<file path="src/rtl/core/b64_pkg.sv">
`default_nettype none
// ----------------------------------------------------------------------------
// b64_pkg
// Shared types, constants and the character map of the Base64 encoder.
// ----------------------------------------------------------------------------
package b64_pkg;

  // Padding character and the number of characters one group expands to.
  localparam logic [7:0] PAD_CHAR      = 8'h3d;
  localparam int         CHARS_PER_GRP = 4;

  // One group of up to three bytes waiting for the character stage.
  typedef struct packed {
    logic [23:0] group;   // first byte in bits 23..16, missing bytes zero
    logic [1:0]  nbytes;  // number of real bytes in the group, 1 to 3
    logic        last;    // group ends the message
  } grp_entry_t;

  // Map one 6-bit value to its character of the standard alphabet.
  function automatic logic [7:0] sextet_to_char(input logic [5:0] v);
    logic [7:0] ext;
    ext = {2'b00, v};
    if (v < 6'd26) begin
      return ext + 8'd65;           // 'A'..'Z'
    end else if (v < 6'd52) begin
      return ext + 8'd71;           // 'a'..'z'
    end else if (v < 6'd62) begin
      return ext - 8'd4;            // '0'..'9'
    end else if (v == 6'd62) begin
      return 8'h2b;                 // '+'
    end else begin
      return 8'h2f;                 // '/'
    end
  endfunction

endpackage
`default_nettype wire

</file>
<file path="src/rtl/core/b64_front.sv">
`default_nettype none
// ----------------------------------------------------------------------------
// b64_front
// Accepts input bytes, collects them into groups of three and hands each
// complete or final group to the queue.
// ----------------------------------------------------------------------------
module b64_front import b64_pkg::*; (
  input  wire logic       clk,
  input  wire logic       rst,
  input  wire logic       s_tvalid,
  output logic            s_tready,
  input  wire logic [7:0] s_tdata,   // [7:0] data_byte
  input  wire logic       s_tlast,   // last_byte
  input  wire logic       q_full,
  output logic            q_push,
  output grp_entry_t      q_entry
);

  logic [15:0] pend_bytes;
  logic [15:0] pend_bytes_next;
  logic [1:0]  pend_count;
  logic [1:0]  pend_count_next;
  logic        accept;

  // A beat is taken whenever the queue has room for a possible group.
  assign s_tready = !q_full;
  assign accept   = s_tvalid && s_tready;

  // Classify the beat: finish a group, or hold the byte.
  always_comb begin
    pend_bytes_next = pend_bytes;
    pend_count_next = pend_count;
    q_push          = 1'b0;
    q_entry.group   = {pend_bytes, s_tdata};
    q_entry.nbytes  = 2'd3;
    q_entry.last    = s_tlast;
    if (pend_count >= 2'd2) begin
      q_entry.group  = {pend_bytes, s_tdata};
      q_entry.nbytes = 2'd3;
    end else if (pend_count == 2'd1) begin
      q_entry.group  = {pend_bytes[15:8], s_tdata, 8'h00};
      q_entry.nbytes = 2'd2;
    end else begin
      q_entry.group  = {s_tdata, 16'h0000};
      q_entry.nbytes = 2'd1;
    end
    if (accept) begin
      if (pend_count >= 2'd2 || s_tlast) begin
        q_push          = 1'b1;
        pend_bytes_next = 16'h0000;
        pend_count_next = 2'd0;
      end else if (pend_count == 2'd0) begin
        pend_bytes_next = {s_tdata, 8'h00};
        pend_count_next = 2'd1;
      end else begin
        pend_bytes_next = {pend_bytes[15:8], s_tdata};
        pend_count_next = 2'd2;
      end
    end
  end

  // Pending bytes and their count.
  always_ff @(posedge clk) begin
    if (rst) begin
      pend_count <= 2'd0;
      pend_bytes <= 16'h0000;
    end else begin
      pend_count <= pend_count_next;
      pend_bytes <= pend_bytes_next;
    end
  end

  // The count never reaches three.
  a_count_range: assert property (@(posedge clk) disable iff (rst)
    pend_count != 2'd3)
    else $error("front pending count reached three");

  // Holding the first byte of a group, when it is not the last byte, never pushes a group.
  a_hold_no_push: assert property (@(posedge clk) disable iff (rst)
    (accept && pend_count == 2'd0 && !s_tlast) |-> !q_push)
    else $error("front pushed a group on a held byte");

  // After a push the next group starts empty.
  a_push_clears: assert property (@(posedge clk) disable iff (rst)
    q_push |=> pend_count == 2'd0)
    else $error("front kept bytes after a push");

endmodule
`default_nettype wire

</file>
<file path="src/rtl/core/b64_queue.sv">
`default_nettype none
// ----------------------------------------------------------------------------
// b64_queue
// Short first-in first-out queue of groups between the front and back parts.
// ----------------------------------------------------------------------------
module b64_queue import b64_pkg::*; #(
  parameter int DEPTH = 2
) (
  input  wire logic       clk,
  input  wire logic       rst,
  input  wire logic       push,
  input  grp_entry_t      push_entry,
  output logic            full,
  input  wire logic       pop,
  output grp_entry_t      head,
  output logic            empty
);

  localparam int PTR_W = $clog2(DEPTH);
  localparam int CNT_W = $clog2(DEPTH + 1);

  grp_entry_t         slots [DEPTH];
  logic [PTR_W-1:0]   wr_ptr;
  logic [PTR_W-1:0]   rd_ptr;
  logic [CNT_W-1:0]   count;

  assign full  = (count == CNT_W'(DEPTH));
  assign empty = (count == '0);
  assign head  = slots[rd_ptr];

  // Entry storage.
  always_ff @(posedge clk) begin
    if (push) begin
      slots[wr_ptr] <= push_entry;
    end
  end

  // Pointers and occupancy.
  always_ff @(posedge clk) begin
    if (rst) begin
      wr_ptr <= '0;
      rd_ptr <= '0;
      count  <= '0;
    end else begin
      if (push) begin
        wr_ptr <= (wr_ptr == PTR_W'(DEPTH - 1)) ? '0 : wr_ptr + 1'b1;
      end
      if (pop) begin
        rd_ptr <= (rd_ptr == PTR_W'(DEPTH - 1)) ? '0 : rd_ptr + 1'b1;
      end
      if (push && !pop) begin
        count <= count + 1'b1;
      end else if (pop && !push) begin
        count <= count - 1'b1;
      end
    end
  end

endmodule
`default_nettype wire

</file>
<file path="src/rtl/core/b64_back.sv">
`default_nettype none
// ----------------------------------------------------------------------------
// b64_back
// Takes one group at a time from the queue and sends its four characters,
// one a cycle unless the output stalls, through a registered output stage.
// ----------------------------------------------------------------------------
module b64_back import b64_pkg::*; (
  input  wire logic       clk,
  input  wire logic       rst,
  input  grp_entry_t      q_head,
  input  wire logic       q_empty,
  output logic            q_pop,
  output logic            m_tvalid,
  input  wire logic       m_tready,
  output logic [7:0]      m_tdata,   // [7:0] out_char
  output logic            m_tlast    // last_char
);

  localparam logic [1:0] LAST_SLOT = 2'(CHARS_PER_GRP - 1);

  grp_entry_t  cur;
  logic        cur_valid;
  logic [1:0]  slot;
  logic        out_free;
  logic        emit;
  logic [5:0]  sextet;
  logic [7:0]  char_val;

  // The output register can load when it is empty or being drained.
  assign out_free = !m_tvalid || m_tready;
  assign emit     = cur_valid && out_free;
  assign q_pop    = !q_empty && (!cur_valid || (emit && slot == LAST_SLOT));

  // Pick the slice of the group for this slot and map it.
  always_comb begin
    case (slot)
      2'd0:    sextet = cur.group[23:18];
      2'd1:    sextet = cur.group[17:12];
      2'd2:    sextet = cur.group[11:6];
      default: sextet = cur.group[5:0];
    endcase
    char_val = (slot <= cur.nbytes) ? sextet_to_char(sextet) : PAD_CHAR;
  end

  // Current group and character counter.
  always_ff @(posedge clk) begin
    if (rst) begin
      cur_valid <= 1'b0;
      slot      <= 2'd0;
    end else begin
      if (emit) begin
        slot <= slot + 1'b1;
        if (slot == LAST_SLOT) begin
          cur_valid <= 1'b0;
        end
      end
      if (q_pop) begin
        cur_valid <= 1'b1;
      end
    end
  end

  always_ff @(posedge clk) begin
    if (q_pop) begin
      cur <= q_head;
    end
  end

  // Output register.
  always_ff @(posedge clk) begin
    if (rst) begin
      m_tvalid <= 1'b0;
    end else if (out_free) begin
      m_tvalid <= emit;
    end
  end

  always_ff @(posedge clk) begin
    if (emit) begin
      m_tdata <= char_val;
      m_tlast <= cur.last && (slot == LAST_SLOT);
    end
  end

  // With no group loaded the counter rests at the first slot.
  a_idle_slot: assert property (@(posedge clk) disable iff (rst)
    !cur_valid |-> slot == 2'd0)
    else $error("back counter moved without a group");

  // A stalled output holds the character counter.
  a_stall_hold: assert property (@(posedge clk) disable iff (rst)
    (m_tvalid && !m_tready) |=> $stable(slot))
    else $error("back advanced during an output stall");

  // Every loaded group holds at least one real byte.
  a_group_bytes: assert property (@(posedge clk) disable iff (rst)
    cur_valid |-> cur.nbytes != 2'd0)
    else $error("back loaded a group with no bytes");

endmodule
`default_nettype wire

</file>
<file path="src/rtl/core/base64_encoder.sv">
`default_nettype none
// ----------------------------------------------------------------------------
// base64_encoder
// Streaming Base64 encoder, standard alphabet, padded with '='.
// ----------------------------------------------------------------------------
// Usage:
//   The slave channel takes one message byte per beat; s_tlast marks the
//   final byte. The master channel sends one ASCII character per beat;
//   m_tlast marks the final character of the encoded message.
//   Every third byte, and the final byte, closes a group. The group is
//   handed through a short queue to the character stage, which sends four
//   characters, padding a short final group with '='.
//   Throughput: the character stage sends one character per cycle while
//   the receiver is ready, so on a long message the output side is the
//   limit. The queue of QUEUE_DEPTH groups lets bytes keep arriving
//   while a group is being sent.
//   Reset (rst, synchronous) drops any held bytes and queued groups and
//   clears m_tvalid. When the receiver stalls, the output character holds,
//   the queue fills and s_tready falls once it is full.
// ----------------------------------------------------------------------------
module base64_encoder import b64_pkg::*; #(
  parameter int QUEUE_DEPTH = 2
) (
  input  wire logic       clk,
  input  wire logic       rst,
  input  wire logic       s_tvalid,
  output logic            s_tready,
  input  wire logic [7:0] s_tdata,   // [7:0] data_byte
  input  wire logic       s_tlast,   // last_byte
  output logic            m_tvalid,
  input  wire logic       m_tready,
  output logic [7:0]      m_tdata,   // [7:0] out_char
  output logic            m_tlast    // last_char
);

  grp_entry_t push_entry;
  grp_entry_t head;
  logic       push;
  logic       pop;
  logic       full;
  logic       empty;

  b64_front u_front (
    .clk      (clk),
    .rst      (rst),
    .s_tvalid (s_tvalid),
    .s_tready (s_tready),
    .s_tdata  (s_tdata),
    .s_tlast  (s_tlast),
    .q_full   (full),
    .q_push   (push),
    .q_entry  (push_entry)
  );

  b64_queue #(
    .DEPTH (QUEUE_DEPTH)
  ) u_queue (
    .clk        (clk),
    .rst        (rst),
    .push       (push),
    .push_entry (push_entry),
    .full       (full),
    .pop        (pop),
    .head       (head),
    .empty      (empty)
  );

  b64_back u_back (
    .clk      (clk),
    .rst      (rst),
    .q_head   (head),
    .q_empty  (empty),
    .q_pop    (pop),
    .m_tvalid (m_tvalid),
    .m_tready (m_tready),
    .m_tdata  (m_tdata),
    .m_tlast  (m_tlast)
  );

endmodule
`default_nettype wire
</file>
<file path="config.mk">
export PLATFORM = sky130hd
export DESIGN_NAME = base64_encoder
export DESIGN_NICKNAME = d
export VERILOG_FILES = /design/src/rtl/core/b64_pkg.sv /design/src/rtl/core/b64_front.sv /design/src/rtl/core/b64_queue.sv /design/src/rtl/core/b64_back.sv /design/src/rtl/core/base64_encoder.sv
export SDC_FILE = /design/constraint.sdc
export NUM_CORES = 1
export LEC_CHECK = 0
export BUFFER_PORTS_ARGS = -buffer_cell sky130_fd_sc_hd__buf_2
export CORE_ASPECT_RATIO = 1.5
export CORE_UTILIZATION = 35
export DETAILED_ROUTE_END_ITERATION = 6
export PLACE_DENSITY = 0.61
export SLEW_MARGIN = 40
export SYNTH_ARGS = -nofsm -noshare
export SYNTH_HDL_FRONTEND = slang
export SYNTH_SLANG_ARGS = --single-unit
</file>
<file path="constraint.sdc">
create_clock -name clk -period 3.4 [get_ports clk]
set_input_delay 0.68 -clock clk [delete_from_list [all_inputs] [get_ports clk]]
set_output_delay 0.68 -clock clk [all_outputs]
set_load 0.02 [all_outputs]
</file>
==> results of run 1 <==
==> state kept, by name, summed over array words and instances (netlist names) <==
name                cells
u_back.m_tdata          8
u_back.cur             27
u_back.m_tvalid         1
u_back.cur_valid        1
u_queue.rd_ptr          1
u_queue.wr_ptr          1
u_queue.slots          54
u_queue.count           2
u_back.m_tlast          1
u_front.pend_count      2
u_back.slot             2
u_front.pend_bytes     16
==> through the flow <==
step | worst slack (ps) | hold slack, ps
after CTS | 758 | 473
after global placement | 980 | 451
final | 700 | 465
after global routing | 510 | 484
after detailed placement | 773 | 454
after floorplan | 26.2 | 439
==> routing by layer <==
| metal | share of wire [%] | up-vias |
|---|---|---|
| met3 | 3.5 | 21 |
| met4 | 3.2 | 0 |
| met2 | 55 | 65 |
| met1 | 38 | 1384 |
| li1 | - | 1344 |
| met5 | 0 | - |
==> power by group through the flow <==
stage | Sequential (W) | Clock [W] | Combinational [W]
after floorplan | 0.00210 | 0 | 0.00108
after global placement | 0.00209 | 0 | 0.00142
after detailed placement | 0.00209 | 0 | 0.00146
after CTS | 0.00207 | 0.00185 | 0.00147
after global routing | 0.00209 | 0.00191 | 0.00163
final | 0.00206 | 0.00182 | 0.00147
==> final timing paths <==
path / startpoint / to / slack, ps / cells past startpoint
min: u_back.cur_valid / u_back.m_tvalid / 470 / 2
max: u_back.slot[0] / u_back.m_tdata[2] / 700 / 8
min reg2reg: u_back.cur_valid / u_back.m_tvalid / 470 / 2
max reg2reg: u_back.slot[0] / u_back.m_tdata[2] / 700 / 8
==> synth_stat cells, types with 2 or more instances <==
cell type and count:
mux2i_1 3, dfxtp_1 26, ha_1 10, mux2_2 36, xnor2_1 4, buf_1 2
inv_2 3, and2_1 10, o21ai_1 4, xor2_1 2, nor2_1 28, nand2b_1 4
clkbuf_1 8, a22o_1 14, inv_1 16, a21oi_1 11, a222oi_1 6, nor3_1 3
o211ai_1 2, a31oi_1 3, nand2_1 10, a311oi_1 2, o21ai_0 7, mux2_4 4
a22oi_1 8, edfxtp_1 90
==> cell usage in the layout, fill, tap and decap left out, types with 2 or more instances in the layout <==
| cell | count |
|---|---|
| xnor2_1 | 4 |
| clkinv_4 | 3 |
| nand2b_1 | 4 |
| nor3_1 | 2 |
| a31oi_1 | 3 |
| mux2i_1 | 3 |
| inv_2 | 3 |
| nor2_1 | 28 |
| a222oi_1 | 6 |
| xor2_1 | 2 |
| edfxtp_1 | 90 |
| o211ai_1 | 2 |
| clkbuf_16 | 17 |
| mux2_2 | 36 |
| o21ai_0 | 7 |
| mux2_4 | 4 |
| and2_1 | 10 |
| clkinv_2 | 5 |
| a21oi_1 | 11 |
| a311oi_1 | 2 |
| buf_4 | 3 |
| ha_1 | 10 |
| nand2_1 | 10 |
| a22o_1 | 14 |
| dfxtp_1 | 26 |
| o21ai_1 | 4 |
| a22oi_1 | 8 |
| buf_2 | 23 |
| bufinv_16 | 4 |
| clkinvlp_4 | 2 |
| inv_1 | 16 |
==> worst min-delay path, stage by stage, from the launching register on <==
cell	delay, ps
dfxtp_1	320
inv_1	50
a21oi_1	50
==> cell type report <==
class	instances	share of cell area, %
clock buffers	18	7.43
clock inverters	14	3.23
inverters	19	1.23
multi-input cells	192	26.5
flip-flops and latches	116	55.8
well taps	162	3.51
repair buffers	26	2.38
==> kinds of logic (layout without fill, tap and decap cells) <==
group,after synthesis,after routing,share of synthesized area (%)
xor+xnor,6,6,1.08
simple gates,64,64,6.52
fa+ha+maj,10,10,2.58
flops,116,116,66.3
buf+inv,30,77,2.47
mux,45,45,10.9
compound gates,66,66,9.99
other cells,1,1,0.0772
==> insert_results.sql, run 1 <==
INSERT INTO impl_metrics (metric_group, metric, value, unit) VALUES
('run_status', 'result_of_the_run', 'finished with violations', ''),
('run_status', 'violations', 'DRC', ''),
('floorplan', 'die_height', '146', 'µm'),
('final_layout', 'area_growth', '19.0', '%'),
('timing', 'maxClockFrequency', '0.370', 'GHz'),
('final_layout', 'antennaDiodeCount', '0', ''),
('setup_path', 'worstSetupPathType', 'flop to flop', ''),
('clock_network', 'tritoncts', 'yes', ''),
('clock_network', 'cts-htree-levels', '4', ''),
('timing', 'timing.clock.skew', '6.19', 'ps'),
('grt', 'grt_pass1_vias', '2929', ''),
('floorplan', 'floorplan.rows', '52', ''),
('power_and_ir_drop', 'power.share.switching', '30.3', '%'),
('min_path', 'min_path_type', 'flop to flop', ''),
('timing', 'finalSetupViolCount', '0', ''),
('power_and_ir_drop', 'cell_internal_pwr', '0.00373', 'W'),
('final_layout', 'utilization', '42.7', '%'),
('timing', 'grt_setup_unrepaired', 'no', ''),
('power_and_ir_drop', 'p_seq_share', '38.5', '%'),
('setup_path', 'crit_path_cell_trace', 'inv_1, ha_1, a222oi_1, mux2i_4, inv_2, ha_1, a211oi_1, o41ai_1', ''),
('placed_design', 'dpl.hpwl', '6110', 'µm'),
('grt', 'pin_count_of_the_biggest_net_entering_global_routing', '29', ''),
('job', 'drv.max_cap_violation_count', '0', ''),
('setup_path', 'timing.critical_path.to_type', 'flop', ''),
('timing', 'timing_hold_violations_final', '0', ''),
('synth', 'postSynth.asyncResetShare', '0', '%'),
('grt', 'grt_antenna_before_repair', '0', ''),
('route', 'number_of_search_and_repair_iterations_in_the_first_detailed_routing_pass', '7', ''),
('grt', 'grt-ovfl-total', '0', ''),
('final_layout', 'finish.instance_area', '0.00578', 'mm²'),
('final_layout', 'final_layout_size_suffix_gt1_share', '28.6', '%'),
('synth', 'number_of_synthesized_flops_with_an_enable_pin', '90', ''),
('floorplan', 'die_area', '0.0144', 'mm²'),
('setup_path', 'critical_path_peak_fanout', '7', ''),
('timing', 'maxSlewHeadroom', '51.9', '%'),
('final_layout', 'fin_cells', '547', ''),
('route', 'initialDrtViolationCount', '169', ''),
('grt', 'global_route.usage.met1', '13.1', '%'),
('clock_network', 'skew_pair_late_insertion_delay', '410', 'ps'),
('power_and_ir_drop', 'static-leakage-power', '2.09', 'nW'),
('grt', 'grt-busiest-layer', 'met2', ''),
('clock_network', 'cts_hold_buffers', '0', ''),
('synth', 'synth-warning-count', '0', ''),
('clock_network', 'root_buffer', 'clkbuf_16', ''),
('final_layout', 'final-seq-area', '0.00322', 'mm²'),
('floorplan', 'starting_density_of_the_core', '35.9', '%'),
('route', 'route.final.wire_length', '8740', 'µm'),
('power_and_ir_drop', 'power-per-cell-area', '927', 'mW/mm²'),
('timing', 'period_needed', '2700', 'ps'),
('setup_path', 'required_time_at_the_worst_slack_endpoint', '3570', 'ps'),
('synth', 'post-synth-top-area-cell', 'edfxtp_1', ''),
('route', 'via_count_of_the_routed_design', '2814', ''),
('placed_design', 'final_weighted_congestion_in_routability_driven_placement', '0.769', ''),
('setup_path', 'critical-path-top-delay-family', 'compound AO/OA/AOI/OAI gates', ''),
('route', 'route.detailed.drc', '1', ''),
('timing', 'post-route-period-util', '79.4', '%'),
('clock_network', 'total_clock_buffers_created_by_cts', '17', ''),
('final_layout', 'num-nets-final', '395', ''),
('route', 'vias_per_cell', '5.14', ''),
('setup_path', 'critical_path_s_most_frequent_cell', 'ha_1', ''),
('floorplan', 'die_x', '98.2', 'µm'),
('synth', 'synth_unique_cells', '48', ''),
('setup_path', 'setup.worst_path.start_class', 'flop', ''),
('timing', 'timing.setup.tns', '0', 'ps'),
('floorplan', 'boundaryPins', '24', ''),
('synth', 'netlist_instances', '338', ''),
('placed_design', 'placedCellCount', '515', ''),
('grt', 'use_met3', '4.12', '%'),
('synth', 'synthesis.area_per_instance', '14.4', 'µm²'),
('clock_network', 'post_cts_resize_count', '0', ''),
('setup_path', 'timing.critical_path.slowest_cell_delay', '560', 'ps');
Note: power is estimated with default switching activity, not from simulation.
==> inputs of run 2 (changes only) <==
==> constraint.sdc (replaced) <==
create_clock -name clk -period 2.3 [get_ports clk]
set_input_delay 0.46 -clock clk [delete_from_list [all_inputs] [get_ports clk]]
set_output_delay 0.46 -clock clk [all_outputs]
set_load 0.02 [all_outputs]
==> run 2 against run 1 <==
First-iteration DRC count fell by 20%. Critical endpoint is now u_back.m_tdata[3]. The run now ends clean. Core utilization rose by 0.88 points. Combinational power rose by 69%.
==> insert_results.sql, run 2 (synthesis gave the netlist of run 1 again) <==
INSERT INTO impl_metrics (metric_group, metric, value, unit) VALUES
('timing', 'worst_slew_pin_slew', '578', 'ps'),
('timing', 'post-route-period-util', '97.9', '%'),
('grt', 'grt_antenna_before_repair', '0', ''),
('floorplan', 'die_x', '98.2', 'µm'),
('route', 'initialDrtViolationCount', '136', ''),
('job', 'drv.max_cap_violation_count', '0', ''),
('final_layout', 'largest_register_ff_count', '54', ''),
('clock_network', 'cts.sinks', '116', ''),
('clock_network', 'total_clock_buffers_created_by_cts', '17', ''),
('timing', 'timing.final.max_slew_violations', '0', ''),
('setup_path', 'critical_path_peak_fanout', '6', ''),
('power_and_ir_drop', 'cell_internal_pwr', '0.00532', 'W'),
('clock_network', 'cts-htree-levels', '4', ''),
('floorplan', 'floorplan.rows', '52', ''),
('setup_path', 'setup.worst_path.start_class', 'flop', ''),
('power_and_ir_drop', 'irDropWorstVdd', '0.697', 'mV'),
('floorplan', 'die_height', '146', 'µm'),
('min_path', 'min_path_type', 'primary input to flop', ''),
('route', 'vias_per_cell', '4.99', ''),
('setup_path', 'required_time_at_the_worst_slack_endpoint', '2450', 'ps'),
('final_layout', 'leading_cell_types_in_the_layout_fill_and_taps_excluded', 'edfxtp_1 (90), mux2_2 (35), nor2_1 (28)', ''),
('clock_network', 'clk_transition_reported_paths', '60', 'ps'),
('final_layout', 'final_layout_size_suffix_gt1_share', '33.9', '%'),
('grt', 'grt_use_total', '13.5', '%'),
('placed_design', 'final_weighted_congestion_in_routability_driven_placement', '0.790', ''),
('run_status', 'result_of_the_run', 'finished, final reports clean', ''),
('power_and_ir_drop', 'clockPowerShare', '30.0', '%'),
('timing', 'maxSlewHeadroom', '61.4', '%'),
('grt', 'grt_pass1_vias', '2903', ''),
('grt', 'grt-ovfl-total', '0', ''),
('power_and_ir_drop', 'combinational_power_share', '31.5', '%'),
('clock_network', 'cts_buffer_depth', '2', ''),
('grt', 'grt_first_pass_wirelength', '14500', 'µm'),
('route', 'route.detailed.drc', '0', ''),
('floorplan', 'starting_density_of_the_core', '35.9', '%'),
('timing', 'timing_hold_violations_final', '0', ''),
('route', 'postRouteAntennaNets', '0', ''),
('final_layout', 'area_growth', '21.4', '%'),
('route', 'wl_per_cell', '15.7', 'µm'),
('setup_path', 'worstSetupPathType', 'flop to flop', ''),
('grt', 'pin_count_of_the_biggest_net_entering_global_routing', '29', ''),
('placed_design', 'detailed_place.area', '0.00526', 'mm²'),
('route', 'via_count_of_the_routed_design', '2812', ''),
('timing', 'grt_setup_unrepaired', 'no', ''),
('power_and_ir_drop', 'power_switching', '0.00258', 'W'),
('route', 'route.final.wire_length', '8820', 'µm'),
('power_and_ir_drop', 'static-leakage-power', '2.15', 'nW'),
('setup_path', 'timing.critical_path.to_type', 'flop', ''),
('final_layout', 'finish.instance_area', '0.00590', 'mm²'),
('timing', 'maxClockFrequency', '0.444', 'GHz'),
('power_and_ir_drop', 'p_seq_share', '38.5', '%'),
('floorplan', 'die_area', '0.0144', 'mm²'),
('power_and_ir_drop', 'fin_total_pwr', '0.00790', 'W'),
('timing', 'finalSetupViolCount', '0', ''),
('power_and_ir_drop', 'power.share.switching', '32.7', '%'),
('timing', 'period_needed', '2250', 'ps'),
('placed_design', 'dpl.hpwl', '6080', 'µm'),
('final_layout', 'reg.largest.list', 'u_queue.slots (54), u_back.cur (27), u_front.pend_bytes (16)', ''),
('timing', 'timing.clock.skew', '6.64', 'ps'),
('clock_network', 'skew_pair_late_insertion_delay', '400', 'ps'),
('power_and_ir_drop', 'power-per-cell-area', '1340', 'mW/mm²'),
('timing', 'timing.setup.tns', '0', 'ps'),
('final_layout', 'final_common_cell', 'edfxtp_1', ''),
('setup_path', 'worst-endpoint-arrival', '2400', 'ps'),
('final_layout', 'num-nets-final', '411', ''),
('final_layout', 'antennaDiodeCount', '0', ''),
('route', 'number_of_search_and_repair_iterations_in_the_first_detailed_routing_pass', '7', ''),
('floorplan', 'core', '0.0135', 'mm²'),
('final_layout', 'regMostFlops', 'u_queue.slots', ''),
('placed_design', 'placement.io_buffers', '23', ''),
('setup_path', 'r2r_setup_slack', '50', 'ps'),
('clock_network', 'root_buffer', 'clkbuf_16', ''),
('clock_network', 'tritoncts', 'yes', ''),
('floorplan', 'boundaryPins', '24', '');
## run 2: path summary, 6_finish.rpt
path,start,cells after the start,end
worst max-delay path,u_back.slot[0],9,u_back.m_tdata[3]
worst min-delay path,s_tlast,1,u_queue.slots[1][0]
worst max register to register,u_back.slot[0],9,u_back.m_tdata[3]
worst min register to register,u_back.cur_valid,2,u_back.m_tvalid
## run 2: final cells by class
class / instances / area [µm²]
clock inverters: 15 / 121
inverters: 19 / 71.3
well taps: 162 / 203
clock buffers: 17 / 425
flip-flops and latches: 116 / 3230
fillers: 1242 / 7630
repair buffers: 42 / 270
multi-input cells: 192 / 1580
## run 2: routing by layer
metal / wire, µm / global-route usage [%]
met1: 3410 / 13.2
met2: 4900 / 24.6
met3: 238 / 3.35
met4: 279 / 9.18
met5: 0 / 0
## run 2: critical path, cell delays in order (launching register included)
cell and delay (ps):
dfxtp_2 370, inv_2 80, ha_4 180, a222oi_1 330, mux2_4 210, inv_1 80, o21ai_2 180, o21ai_0 160
a311oi_1 300, o21ai_1 100
## run 2: through the flow
stage          utilization, %  setup WS (ps)  hold slack [ps]  cells
2_1_floorplan               -          -36.9              439    338
3_3_place_gp             38.9           44.6              451    527
3_5_place_dp             38.9           -112              456    527
4_1_cts                  43.2          0.673              302    562
5_1_grt                  43.6           9.62              303    563
6_report                 43.6           48.3              320    563
## run 2: repair_timing
action | in CTS | in global routing
endpoints found under the setup margin | 3 | 5
pin swaps | 3 | 2
hold buffers | 0 | 0
buffers inserted | 3 | 1
gates resized for setup | 2 | 12
## run 2: power by group through the flow
stage | Sequential [W] | Clock (W) | Combinational, W
final | 0.00304 | 0.00237 | 0.00249
after global routing | 0.00308 | 0.00251 | 0.00273
after CTS | 0.00304 | 0.00242 | 0.00239
after detailed placement | 0.00308 | 0 | 0.00230
after global placement | 0.00307 | 0 | 0.00223
after floorplan | 0.00311 | 0 | 0.00160
